## src/design/sorted_priority_queue_top_defines.svh

```systemverilog
// -----------------------------------------------------------------------------
// sorted priority queue assertion macros
// assertion forms used by the queue back end
// -----------------------------------------------------------------------------
`ifndef SORTED_PRIORITY_QUEUE_TOP_DEFINES_SVH
`define SORTED_PRIORITY_QUEUE_TOP_DEFINES_SVH

// same-cycle implication, checked outside reset
`define SPQ_ASSERT_NOW(label, clk, rst_n, ante, cons, msg) \
    label: assert property (@(posedge clk) disable iff (!rst_n) (ante) |-> (cons)) \
        else $error(msg);

// next-cycle implication, checked outside reset
`define SPQ_ASSERT_NEXT(label, clk, rst_n, ante, cons, msg) \
    label: assert property (@(posedge clk) disable iff (!rst_n) (ante) |=> (cons)) \
        else $error(msg);

`endif

```

## src/design/spq_pkg.sv

```systemverilog
// -----------------------------------------------------------------------------
// spq_pkg
// types and codes shared by the sorted priority queue modules
// -----------------------------------------------------------------------------
package spq_pkg;

    localparam int DEF_QUEUE_DEPTH = 16;
    localparam int DATA_W          = 32;
    localparam int OP_W            = 2;
    localparam int STATUS_W        = 2;
    localparam int COUNT_OUT_W     = 5;
    localparam int FIFO_DEPTH      = 2;

    localparam logic [OP_W-1:0] OP_PUSH = 2'd0;
    localparam logic [OP_W-1:0] OP_POP  = 2'd1;
    localparam logic [OP_W-1:0] OP_PEEK = 2'd2;

    localparam logic [STATUS_W-1:0] ST_OK    = 2'd0;
    localparam logic [STATUS_W-1:0] ST_EMPTY = 2'd1;
    localparam logic [STATUS_W-1:0] ST_FULL  = 2'd2;

    // classified request handed from front to back
    typedef struct packed {
        logic              is_push;
        logic              is_pop;
        logic [DATA_W-1:0] value;
        logic [DATA_W-1:0] prio;
    } t_req;

endpackage

```

## src/design/spq_front.sv

```systemverilog
// -----------------------------------------------------------------------------
// spq_front
// takes request items, classifies the opcode and buffers them in a short queue
// -----------------------------------------------------------------------------
module spq_front (
    input  logic                        i_clk,
    input  logic                        i_rst_n,
    input  logic                        i_in_valid,
    output logic                        o_in_ready,
    input  logic [spq_pkg::OP_W-1:0]    i_opcode,
    input  logic [spq_pkg::DATA_W-1:0]  i_item_value,
    input  logic [spq_pkg::DATA_W-1:0]  i_item_priority,
    output logic                        o_req_valid,
    input  logic                        i_req_take,
    output spq_pkg::t_req               o_req
);

    localparam int PW = $clog2(spq_pkg::FIFO_DEPTH);
    localparam int FW = $clog2(spq_pkg::FIFO_DEPTH + 1);

    spq_pkg::t_req r_slot [spq_pkg::FIFO_DEPTH];
    logic [PW-1:0] r_wr, n_wr;
    logic [PW-1:0] r_rd, n_rd;
    logic [FW-1:0] r_fill, n_fill;

    spq_pkg::t_req w_cls;
    logic          w_enq;
    logic          w_deq;

    // opcode three behaves as a peek
    always_comb begin
        w_cls.is_push = 1'b0;
        w_cls.is_pop  = 1'b0;
        w_cls.value   = i_item_value;
        w_cls.prio    = i_item_priority;
        unique case (i_opcode)
            spq_pkg::OP_PUSH: w_cls.is_push = 1'b1;
            spq_pkg::OP_POP:  w_cls.is_pop  = 1'b1;
            default:          ;
        endcase
    end

    assign o_in_ready  = (r_fill != FW'(spq_pkg::FIFO_DEPTH));
    assign w_enq       = i_in_valid && o_in_ready;
    assign o_req_valid = (r_fill != '0);
    assign w_deq       = i_req_take && o_req_valid;
    assign o_req       = r_slot[r_rd];

    always_comb begin
        n_wr   = w_enq ? PW'(r_wr + 1'b1) : r_wr;
        n_rd   = w_deq ? PW'(r_rd + 1'b1) : r_rd;
        n_fill = r_fill;
        if (w_enq && !w_deq) begin
            n_fill = FW'(r_fill + 1'b1);
        end else if (!w_enq && w_deq) begin
            n_fill = FW'(r_fill - 1'b1);
        end
    end

    always_ff @(posedge i_clk) begin
        if (!i_rst_n) begin
            r_wr   <= '0;
            r_rd   <= '0;
            r_fill <= '0;
        end else begin
            r_wr   <= n_wr;
            r_rd   <= n_rd;
            r_fill <= n_fill;
        end
    end

    always_ff @(posedge i_clk) begin
        if (w_enq) begin
            r_slot[r_wr] <= w_cls;
        end
    end

endmodule

```

## src/design/spq_back.sv

```systemverilog
// -----------------------------------------------------------------------------
// spq_back
// row of sorted cells that carries out push, pop and peek, plus result register
// -----------------------------------------------------------------------------
`include "sorted_priority_queue_top_defines.svh"

module spq_back #(
    parameter int QUEUE_DEPTH = spq_pkg::DEF_QUEUE_DEPTH
) (
    input  logic                           i_clk,
    input  logic                           i_rst_n,
    input  logic                           i_req_valid,
    output logic                           o_req_take,
    input  spq_pkg::t_req                  i_req,
    output logic                           o_out_valid,
    input  logic                           i_out_ready,
    output logic [spq_pkg::DATA_W-1:0]     o_front_value,
    output logic [spq_pkg::DATA_W-1:0]     o_front_priority,
    output logic [spq_pkg::STATUS_W-1:0]   o_status,
    output logic                           o_queue_empty,
    output logic [spq_pkg::COUNT_OUT_W-1:0] o_entry_count
);

    localparam int CW = $clog2(QUEUE_DEPTH + 1);

    logic [spq_pkg::DATA_W-1:0] r_val  [QUEUE_DEPTH];
    logic [spq_pkg::DATA_W-1:0] r_prio [QUEUE_DEPTH];
    logic [CW-1:0]              r_count, n_count;

    logic [QUEUE_DEPTH-1:0] w_ge;
    logic                   w_full;
    logic                   w_empty;
    logic                   w_take;
    logic                   w_ins;
    logic                   w_rem;

    logic [spq_pkg::DATA_W-1:0]   n_fv, n_fp;
    logic [spq_pkg::STATUS_W-1:0] n_st;

    logic                         r_out_valid;
    logic [spq_pkg::DATA_W-1:0]   r_out_fv, r_out_fp;
    logic [spq_pkg::STATUS_W-1:0] r_out_st;
    logic [CW-1:0]                r_out_count;

    assign w_full  = (r_count == CW'(QUEUE_DEPTH));
    assign w_empty = (r_count == '0);
    assign w_take  = i_req_valid && (!r_out_valid || i_out_ready);
    assign w_ins   = w_take && i_req.is_push && !w_full;
    assign w_rem   = w_take && i_req.is_pop && !w_empty;
    assign o_req_take = w_take;

    // each cell flags whether the new entry goes at or ahead of it;
    // empty cells count as behind, so the flags rise once along the row
    for (genvar gi = 0; gi < QUEUE_DEPTH; gi++) begin : g_cell
        assign w_ge[gi] = (CW'(gi) >= r_count) ||
                          ($signed(r_prio[gi]) >= $signed(i_req.prio));

        always_ff @(posedge i_clk) begin
            if (w_ins) begin
                if (gi > 0 && w_ge[(gi > 0) ? gi - 1 : 0]) begin
                    r_val[gi]  <= r_val[(gi > 0) ? gi - 1 : 0];
                    r_prio[gi] <= r_prio[(gi > 0) ? gi - 1 : 0];
                end else if (w_ge[gi]) begin
                    r_val[gi]  <= i_req.value;
                    r_prio[gi] <= i_req.prio;
                end
            end else if (w_rem && gi < QUEUE_DEPTH - 1) begin
                r_val[gi]  <= r_val[(gi < QUEUE_DEPTH - 1) ? gi + 1 : gi];
                r_prio[gi] <= r_prio[(gi < QUEUE_DEPTH - 1) ? gi + 1 : gi];
            end
        end
    end

    always_comb begin
        n_count = r_count;
        if (w_ins) begin
            n_count = CW'(r_count + 1'b1);
        end else if (w_rem) begin
            n_count = CW'(r_count - 1'b1);
        end
    end

    // front entry reported with the result
    always_comb begin
        n_fv = r_val[0];
        n_fp = r_prio[0];
        n_st = spq_pkg::ST_OK;
        if (i_req.is_push) begin
            if (w_full) begin
                n_st = spq_pkg::ST_FULL;
            end else if (w_ge[0]) begin
                n_fv = i_req.value;
                n_fp = i_req.prio;
            end
        end else if (w_empty) begin
            n_fv = '0;
            n_fp = '0;
            n_st = spq_pkg::ST_EMPTY;
        end
    end

    always_ff @(posedge i_clk) begin
        if (!i_rst_n) begin
            r_count     <= '0;
            r_out_valid <= 1'b0;
        end else begin
            r_count <= n_count;
            if (w_take) begin
                r_out_valid <= 1'b1;
            end else if (i_out_ready) begin
                r_out_valid <= 1'b0;
            end
        end
    end

    always_ff @(posedge i_clk) begin
        if (w_take) begin
            r_out_fv    <= n_fv;
            r_out_fp    <= n_fp;
            r_out_st    <= n_st;
            r_out_count <= n_count;
        end
    end

    assign o_out_valid      = r_out_valid;
    assign o_front_value    = r_out_fv;
    assign o_front_priority = r_out_fp;
    assign o_status         = r_out_st;
    assign o_queue_empty    = (r_out_count == '0);
    assign o_entry_count    = spq_pkg::COUNT_OUT_W'(r_out_count);

    `SPQ_ASSERT_NOW(a_count_bound, i_clk, i_rst_n, 1'b1, r_count <= CW'(QUEUE_DEPTH), "count above depth")
    `SPQ_ASSERT_NEXT(a_push_grows, i_clk, i_rst_n, w_take && i_req.is_push && !w_full, r_count == CW'($past(r_count) + 1'b1), "push did not add an entry")
    `SPQ_ASSERT_NEXT(a_pop_shrinks, i_clk, i_rst_n, w_take && i_req.is_pop && !w_empty, r_count == CW'($past(r_count) - 1'b1), "pop did not remove an entry")
    `SPQ_ASSERT_NOW(a_full_count, i_clk, i_rst_n, r_out_valid && r_out_st == spq_pkg::ST_FULL, r_out_count == CW'(QUEUE_DEPTH), "full status with room left")

endmodule

```

## src/design/sorted_priority_queue_top.sv

```systemverilog
// Sorted priority queue, lowest priority number first. Takes one request item
// per clock (push, pop or peek) while the output is not stalled, and returns
// one result item per request, in order: the front entry, a status, an empty
// flag and the entry count. A request waits in a two-entry queue before it
// reaches the cell row, and its result is registered when the row takes it.
// The cell row compares every held priority against the incoming one and
// shifts all cells at once, which sustains one request per clock when the
// output is not stalled.
// -----------------------------------------------------------------------------
// sorted_priority_queue_top
// top level joining the request front end and the sorted cell row
// -----------------------------------------------------------------------------
module sorted_priority_queue_top #(
    parameter int QUEUE_DEPTH = spq_pkg::DEF_QUEUE_DEPTH
) (
    input  logic                            i_clk,
    input  logic                            i_rst_n,
    input  logic                            i_in_valid,
    output logic                            o_in_ready,
    input  logic [spq_pkg::OP_W-1:0]        i_opcode,
    input  logic [spq_pkg::DATA_W-1:0]      i_item_value,
    input  logic [spq_pkg::DATA_W-1:0]      i_item_priority,
    output logic                            o_out_valid,
    input  logic                            i_out_ready,
    output logic [spq_pkg::DATA_W-1:0]      o_front_value,
    output logic [spq_pkg::DATA_W-1:0]      o_front_priority,
    output logic [spq_pkg::STATUS_W-1:0]    o_status,
    output logic                            o_queue_empty,
    output logic [spq_pkg::COUNT_OUT_W-1:0] o_entry_count
);

    logic          w_req_valid;
    logic          w_req_take;
    spq_pkg::t_req w_req;

    spq_front u_front (
        .i_clk          (i_clk),
        .i_rst_n        (i_rst_n),
        .i_in_valid     (i_in_valid),
        .o_in_ready     (o_in_ready),
        .i_opcode       (i_opcode),
        .i_item_value   (i_item_value),
        .i_item_priority(i_item_priority),
        .o_req_valid    (w_req_valid),
        .i_req_take     (w_req_take),
        .o_req          (w_req)
    );

    spq_back #(
        .QUEUE_DEPTH(QUEUE_DEPTH)
    ) u_back (
        .i_clk           (i_clk),
        .i_rst_n         (i_rst_n),
        .i_req_valid     (w_req_valid),
        .o_req_take      (w_req_take),
        .i_req           (w_req),
        .o_out_valid     (o_out_valid),
        .i_out_ready     (i_out_ready),
        .o_front_value   (o_front_value),
        .o_front_priority(o_front_priority),
        .o_status        (o_status),
        .o_queue_empty   (o_queue_empty),
        .o_entry_count   (o_entry_count)
    );

endmodule

```

## config.mk

```make
export PLATFORM = sky130hd
export DESIGN_NAME = sorted_priority_queue_top
export DESIGN_NICKNAME = d
export VERILOG_FILES = /design/src/design/spq_pkg.sv /design/src/design/spq_front.sv /design/src/design/spq_back.sv /design/src/design/sorted_priority_queue_top.sv
export VERILOG_INCLUDE_DIRS = /design/src /design/src/design
export SDC_FILE = /design/constraint.sdc
export NUM_CORES = 2
export LEC_CHECK = 0
export BUFFER_PORTS_ARGS = -buffer_cell sky130_fd_sc_hd__buf_4
export CORE_MARGIN = 2
export CORE_UTILIZATION = 37
export DETAILED_ROUTE_END_ITERATION = 8
export PLACE_DENSITY = 0.59
export RECOVER_POWER = 25
export SYNTH_ARGS = -nofsm -noshare
export SYNTH_HDL_FRONTEND = slang
export SYNTH_HIERARCHICAL = 1
export SYNTH_SLANG_ARGS = --single-unit
```

## constraint.sdc

```tcl
create_clock -name i_clk -period 23.8 [get_ports i_clk]
set_clock_uncertainty 0.15 [all_clocks]
set_input_delay 3.57 -clock i_clk [delete_from_list [all_inputs] [get_ports i_clk]]
set_output_delay 3.57 -clock i_clk [all_outputs]
set_load 0.05 [all_outputs]
```

==> flow_summary.toml <==
[status]
status = "finished, violations left"
violations = "capacitance limit, slew limit"

[timing]
post-route-period-util_pct = 51.68
setup_viol = 0
min_period_ns = 12.30
hold_viol = 0
rsz0062_at_grt = "no"
max_slew_margin_pct = -203.7
worstMarginPinSlew_ns = 4.555
fmax_ghz = 0.08131
tns_ns = 0
slew_violations = 871

[critical_path]
cp-start-kind = "flip-flop"
ff2ff_setup_slack_ns = 11.50
rr_endpoint = "u_back/o_front_value[31]"
crit_path_end_kind = "flip-flop"
endpoint = "u_back/o_front_value[31]"
crit_required_ns = 24.08
cp_max_fo = 89
worstSetupPathType = "reg2reg"
arrival_ns = 12.58
reg2reg_depth = 6

[final_layout]
drive_above_1_share_pct = 8.969
most-common-layout-cells = "1227 x edfxtp_1, 851 x nand2_1, 672 x a21oi_1, 518 x ha_1, 467 x nor2_1"
seq_area_um2 = 37070
synthToLayoutAreaGrowth_pct = 10.52
nets = 7251
layout_commonest_cell = "edfxtp_1"
fin_util_pct = 41.11
nFillCells = 18524
multi_input_area_um2 = 33090
insertedDiodeCount = 0

[global_routing]
grt_pass1_vias = 55060
use_met1_pct = 31.46
grt_usage_pct = 23.56
top_usage_layer = "met2"
grt_max_degree = 216
antenna_found_initial = 2
grt_util_met2_pct = 37.62
grt_overflow = 0
grt_pass1_wl_um = 356300
grt_util_met3_pct = 4.380

[drt]
drt-total-wl_um = 242700
drt-initial-drc-count = 6766
vias = 56898
route.detailed.drc = 0
vias_per_cell = 6.051
routedWlPerCell_um = 25.81
antenna_left = 0
first_pass_iters = 6

[yosys]
syn_inst = 6782
synth.distinct_cells = 85
async_reset_ff_share_pct = 0
yosys_warnings = 6
yosysSeqAreaShare_pct = 51.15
ys_seq_elements = 1238
synth_enable_flop_cells = 1227
synthesis.area_um2 = 72460
synth_fp_nets = 7370
syn_avg_cell_area_um2 = 10.68
yosys_most_used_dff = "edfxtp_1"

[die]
fp-row-count = 162
io_pins = 144
dieArea_um2 = 199400
start_util_pct = 37.20
chipWidth_um = 446.5
die_y_um = 446.5
core_area_um2 = 194800

[pwr]
max-vdd-ir-drop_v = 0.0001003
power_density_nw_per_um2 = 145.9
p_leak_uw = 0.02906

[clocking]
cts.repair.resized = 0
cts_sinks = 1238
cts_root_buf = "clkbuf_16"
post_cts.repair.setup_buffers = 0
clock_latency_ns = 0.83
cts_buffer_depth = 3
hold_buffers = 0
cts_tree = "done"
numCtsBuffers = 143
clk_pin_slew_ns = 0.06
htreeDepth = 4

[place]
io_buffers = 143
hpwl_um = 156200
routabilityCongestion = 0.8941

[worst_hold_path]
hold_path.class = "reg2reg"

[flow_run]
cap_violations = 20
==> where the power goes <==
part / leakage (uW) / internal [uW] / switching [uW]
Combinational: 0.0152 / 1570 / 3270
Sequential: 0.0116 / 3910 / 678
Clock: 0.00229 / 1280 / 977
==> worst max-delay path: stages (launching register included) <==
cell	delay (ns)
dfxtp_1	1.66
mux2_1	1.80
clkbuf_1	3.29
nor2b_1	2.68
clkbuf_1	1.53
nand2_1	0.34
o211ai_1	0.36
==> through the flow <==
stage	cell area [um2]	setup slack, ns	total power, uW	hold WS [ns]	instances
CTS	80610	15.89	11690	0.3982	9403
detailed placement	75910	15.02	9405	0.3900	9142
floorplan	72460	11.53	7575	0.3624	6782
finish	80090	11.50	11680	0.4004	9403
global placement	75910	15.03	9229	0.3761	9142
global route	80090	11.02	12310	0.4233	9403
==> per-layer routing <==
layer,share of wire [%],wire length [um]
met5,0.028,68
met4,4.0,9675
met3,8.5,20720
met2,46,111300
met1,42,101000
==> cells in the mapped netlist (38+ instances only) <==
cell / count / area share, %
a211o_1: 65 / 0.79
a31oi_1: 122 / 1.1
nor3_1: 165 / 1.1
edfxtp_1: 1227 / 51
nand3_1: 325 / 2.2
a221o_1: 160 / 2.2
mux2_2: 175 / 2.7
clkbuf_1: 403 / 2.1
a21oi_1: 673 / 4.6
ha_1: 518 / 8.9
and2_1: 198 / 1.7
nand2_1: 856 / 4.4
mux2i_1: 251 / 3.5
inv_1: 38 / 0.20
o21ai_0: 204 / 1.4
nand4_1: 92 / 0.79
nor2_1: 472 / 2.4
buf_2: 71 / 0.49
o211ai_1: 285 / 3.0
==> layout make-up <==
class                   instances  area share (%)
repair buffers                274           2.101
multi-input cells            4936           41.32
inverters                      70          0.3297
flip-flops and latches       1238           46.28
well taps                    2624           4.100
clock inverters                87           1.161
clock buffers                 174           4.704
==> worst min-delay path by stage <==
| stage | cells after the start | startpoint | endpoint |
|---|---|---|---|
| 6_report | 2 | u_back/r_val[1][255] | u_back/r_val[1][223] |
| 5_1_grt | 2 | u_back/r_val[0][45] | u_back/r_val[0][13] |
| 4_1_cts | 2 | u_back/r_val[1][255] | u_back/r_val[1][223] |
| 3_5_place_dp | 2 | u_back/r_val[0][48] | u_back/r_val[0][16] |
| 3_3_place_gp | 2 | u_back/r_val[1][255] | u_back/r_val[1][223] |
| 2_1_floorplan | 2 | u_front/r_fill[1] | u_front/r_fill[1] |
==> registers in the layout, summed over array words and instances (netlist names), named ones only <==
register,flops
u_back/o_front_priority,32
u_back/o_out_valid,1
u_back/r_val,512
u_back/o_entry_count,5
u_front/r_rd,1
u_front/r_slot,132
u_back/r_prio,512
u_back/r_count,5
u_back/o_front_value,32
u_front/r_wr,1
u_back/o_status,2
u_front/r_fill,2
==> kinds of logic (layout without fill, tap and decap cells) <==
family	after synthesis	in the layout	share of synthesized area [%]
AND/OR/NAND/NOR	2238	2238	14.11
flip-flops	1238	1238	51.15
adder cells (fa/ha/maj)	518	518	8.944
buffers and inverters	608	605	3.590
AO/OA/AOI/OAI	1728	1728	15.64
multiplexers	445	445	6.482
XOR/XNOR	7	7	0.08461
Power figures use the tool's default switching activity.
